## src/hw/rtl/bcc_div_lane.sv

```systemverilog
// Restoring divider lane, one quotient bit per pipeline stage.
module bcc_div_lane #(
	parameter int XW = 35,
	parameter int WW = 20
) (
	input  logic                clk,
	input  logic [WW-1:0]       en,
	input  logic [XW+WW:0]      num,
	input  logic [XW-1:0]       den,
	output logic [WW-1:0]       quo
);
	localparam int NW = XW + WW + 1;

	logic [NW-1:0] rem_sk [WW];
	logic [XW-1:0] den_sk [WW];
	logic [WW-1:0] quo_sk [WW];

	for (genvar j = 0; j < WW; j++) begin : g_stage
		logic [NW-1:0] rem_prev;
		logic [XW-1:0] den_prev;
		logic [WW-1:0] quo_prev;
		logic [NW:0]   trial;
		logic          take;

		if (j == 0) begin : g_first
			assign rem_prev = num;
			assign den_prev = den;
			assign quo_prev = '0;
		end else begin : g_next
			assign rem_prev = rem_sk[j-1];
			assign den_prev = den_sk[j-1];
			assign quo_prev = quo_sk[j-1];
		end

		// Trial subtract of the divisor at this bit weight
		assign trial = {1'b0, rem_prev} - ((NW+1)'(den_prev) << (WW - 1 - j));
		assign take  = ~trial[NW];

		always_ff @(posedge clk) begin
			if (en[j]) begin
				rem_sk[j] <= take ? trial[NW-1:0] : rem_prev;
				den_sk[j] <= den_prev;
				quo_sk[j] <= {quo_prev[WW-2:0], take};
			end
		end
	end

	assign quo = quo_sk[WW-1];

endmodule

```

## config.mk

```make
export PLATFORM = sky130hd
export DESIGN_NAME = bcc_div_lane
export DESIGN_NICKNAME = d
export VERILOG_FILES = /design/src/hw/rtl/bcc_div_lane.sv
export SDC_FILE = /design/constraint.sdc
export NUM_CORES = 2
export LEC_CHECK = 0
export BUFFER_PORTS_ARGS = -buffer_cell sky130_fd_sc_hd__buf_2
export CORE_MARGIN = 5
export CORE_UTILIZATION = 45
export DETAILED_ROUTE_END_ITERATION = 8
export GPL_ROUTABILITY_DRIVEN = 0
export MAX_ROUTING_LAYER = met4
export PLACE_DENSITY_LB_ADDON = 0.12
export SYNTH_ARGS = -nofsm -noshare
export SYNTH_HDL_FRONTEND = slang
export SYNTH_SLANG_ARGS = --single-unit
```

## constraint.sdc

```tcl
create_clock -name clk -period 4.7 [get_ports clk]
set_clock_uncertainty 0.15 [all_clocks]
set_input_delay 0.47 -clock clk [delete_from_list [all_inputs] [get_ports clk]]
set_output_delay 0.47 -clock clk [all_outputs]
set_load 0.05 [all_outputs]
```

==> summary.md <==
| Metric | Value |
|---|---|
| Status | `complete, no violations` |
| Reg area | `58230 µm²` |
| Slew Limit Fails | `0` |
| Register area share after synthesis | `54.18%` |
| WS Path Type | `flip-flop to flip-flop` |
| Final setup viols | `0` |
| DRT Wirelength | `252.5 mm` |
| Fin Setup TNS | `0 ns` |
| Buf/Inv on CP | `4` |
| Max-Slew Margin vs Limit | `15.55%` |
| Final hold violation count | `0` |
| Max stage delay on crit path | `0.44 ns` |
| Final Net Count | `10.97k` |
| Initial DRC count | `4568` |
| Clock latency on the worst-skew pair | `0.88 ns` |
| Syn_area_per_cell | `11.06 µm²` |
| Worst EP required | `5.11 ns` |
| Peak VDD IR | `0.3765 mV` |
| Ys Warns | `0` |
| H-tree levels | `4` |
| Setup crit start kind | `flip-flop` |
| HP Class | `input pin to flip-flop` |
| Synth Cell Area | `107500 µm²` |
| EDFF count, synth | `1939` |
| Tightest Pin Transition | `1.250 ns` |
| Core Region | `237900 µm²` |
| Root Driver | `clkbuf_16` |
| FFs w/ async S/R, synth | `0%` |
| Clock Pin Slew Worst Setup and Hold Paths | `0.06 ns` |
| Critical Path AT | `5.04 ns` |
| DR vias | `73.78k` |
| CP max FO | `5` |
| Post-CTS setup buffers | `0` |
| Largest net degree at the start of global routing | `108` |
| Min Tclk post-route | `4.630 ns` |
| DRT Pass-1 Iters | `5` |
| Number of top-level pins | `132` |
| Routed len/inst | `18.72 µm` |
| Hold Path Depth | `2` |
| Synthesized Nets | `10.54k` |
| I/O Buffers | `131` |
| Ys flop type | `edfxtp_1` |
| Crit-path cells | `inv_1, ha_1, inv_1, fa_1, a211oi_1, nor2_1, o211ai_1, buf_4, a21oi_1, nor3b_1, buf_4, o31ai_1, o211ai_1, o21ai_0, a311oi_1, o21ai_0` |
| WP depth | `16` |
| Slowest CP cell | `fa_1` |
| Residual DRC | `0` |
| Syn Inst Count | `9713` |
| First-pass GRT wire length | `399.0 mm` |
| Fillers | `20.67k` |
| Gr ovfl total | `0` |
| #FFs+latches synth | `1939` |
| CTS Sinks | `1939` |
| Cts bufs inserted | `216` |
| Max clock buf depth | `3` |
| FF-to-FF path depth | `16` |
| Static Leak | `0.04815 µW` |
| RSZ-0062 raised after global routing | `no` |
| Count of cell types in the netlist | `113` |
| Die Y | `498.7 µm` |
| Overall routing resource usage | `20.51%` |
| FP Rows | `179` |
| DP Worst Slack | `0.2168 ns` |
| Number of global-route vias before repair | `75.60k` |
| Placed wire-length estimate | `196.5 mm` |
| Worst hold slack | `0.01142 ns` |
| Endpoint class of the critical path | `flip-flop` |
| Antenna-violating nets left | `0` |
| Commonest non-fill, non-tap cell in the layout | `edfxtp_1` |
| Number of antenna violations at the first check in global routing | `2` |
| Final setup margin | `0.06958 ns` |
| Most frequent cells in the layout | `edfxtp_1 (1939), inv_1 (874), a21oi_1 (861), nand2_1 (782), ha_1 (699)` |
| Die ar. | `248700 µm²` |
| Tcrit/Tclk final | `98.52%` |
| Area of the multi-input gates | `44980 µm²` |
| Initial Util | `45.19%` |
| Vias per inst | `5.468` |
| Share of layout cells above drive strength 1 | `8.525%` |
| Syn-to-layout area delta | `12.83%` |
| F_max | `216.0 MHz` |
| Register-to-register setup slack | `0.07 ns` |
| Die Width | `498.7 µm` |
| Family with the most delay on the worst path | `compound AO/OA/AOI/OAI gates` |
| Max cap viols | `0` |
| CTS tree | `done` |
| PwrDens | `617.5 nW/µm²` |
-- state kept, by name, summed over array words and instances, names as in the netlist --
register,flops
den_sk,665
rem_sk,1064
quo_sk,210
-- layer usage --
layer / up-vias / global-route usage [%] / share of wire (%)
li1: 36340 / - / -
met1: 35090 / 20.48 / 37
met2: 1658 / 39.20 / 55
met3: 696 / 2.432 / 3.1
met4: 0 / 10.10 / 5.3
met5: - / - / 0
-- kinds of logic (layout without fill, tap and decap cells) --
family / Yosys count / in the layout / synth area share [%]
AOI/OAI and AO/OA: 2606 / 2606 / 15.11
xor gates and xnor gates: 759 / 759 / 6.185
adders and majority gates: 718 / 718 / 8.492
buffers and inverters: 1131 / 1741 / 4.042
DFF: 1939 / 1939 / 54.18
muxes: 110 / 110 / 1.140
other: 0 / 1 / 0
and+or+nand+nor: 2450 / 2450 / 10.86
-- power by group --
group	total (µW)	leakage [µW]	internal, µW	switching, µW
registers	27500	0.0188	24800	2690
clock network	16500	0.00337	9450	7060
logic	30900	0.0260	13100	17700
total	74900	0.0482	47400	27500
-- synth_stat cells, types with 98 or more instances --
library cell / instances / area share, %
a21o_1: 383 / 2.7
a21oi_1: 862 / 4.0
clkbuf_1: 180 / 0.63
edfxtp_1: 1939 / 54
ha_1: 699 / 8.1
inv_1: 874 / 3.1
mux2_2: 98 / 1.0
nand2_1: 784 / 2.7
nand2b_1: 142 / 0.83
nand3_1: 136 / 0.63
nand4_1: 122 / 0.71
nor2_1: 640 / 2.2
nor3_1: 158 / 0.74
o21ai_0: 637 / 3.0
xnor2_1: 407 / 3.3
xor2_1: 352 / 2.9
-- per-stage QoR --
stage	total power (µW)	utilization [%]	area (µm²)	cells
finish	74880	50.98	121300	13490
global placement	57630	47.57	113200	12980
detailed placement	58230	47.57	113200	12980
global route	79720	50.98	121300	13490
floorplan	49230	-	107500	9713
CTS	75180	50.98	121300	13490
-- worst paths after layout --
kind / to / startpoint
hold reg to reg: quo_sk[2][21]$_DFFE_PP_ / quo_sk[2][0]$_DFFE_PP_
setup reg to reg: rem_sk[3][159]$_DFFE_PP_ / rem_sk[3][61]$_DFFE_PP_
setup / recovery: rem_sk[3][159]$_DFFE_PP_ / rem_sk[3][61]$_DFFE_PP_
hold / removal: rem_sk[3][168]$_DFFE_PP_ / en[15]
-- repair_timing --
item | in CTS | in global routing
endpoints found under the hold margin | 551 | 0
gates resized for setup | 0 | 2
hold buffers | 110 | 0
endpoints found under the setup margin | 0 | 8
-- final cells by class --
cell class / count / area share [%]
well taps: 3167 / 3.268
repair buffers: 460 / 3.143
multi-input cells: 6643 / 37.09
inverters: 877 / 2.715
diodes: 1 / 0.002064
flip-flops and latches: 1939 / 48.01
clock buffers: 264 / 4.606
clock inverters: 140 / 1.164
No activity file was read; power rests on OpenSTA's default activity.
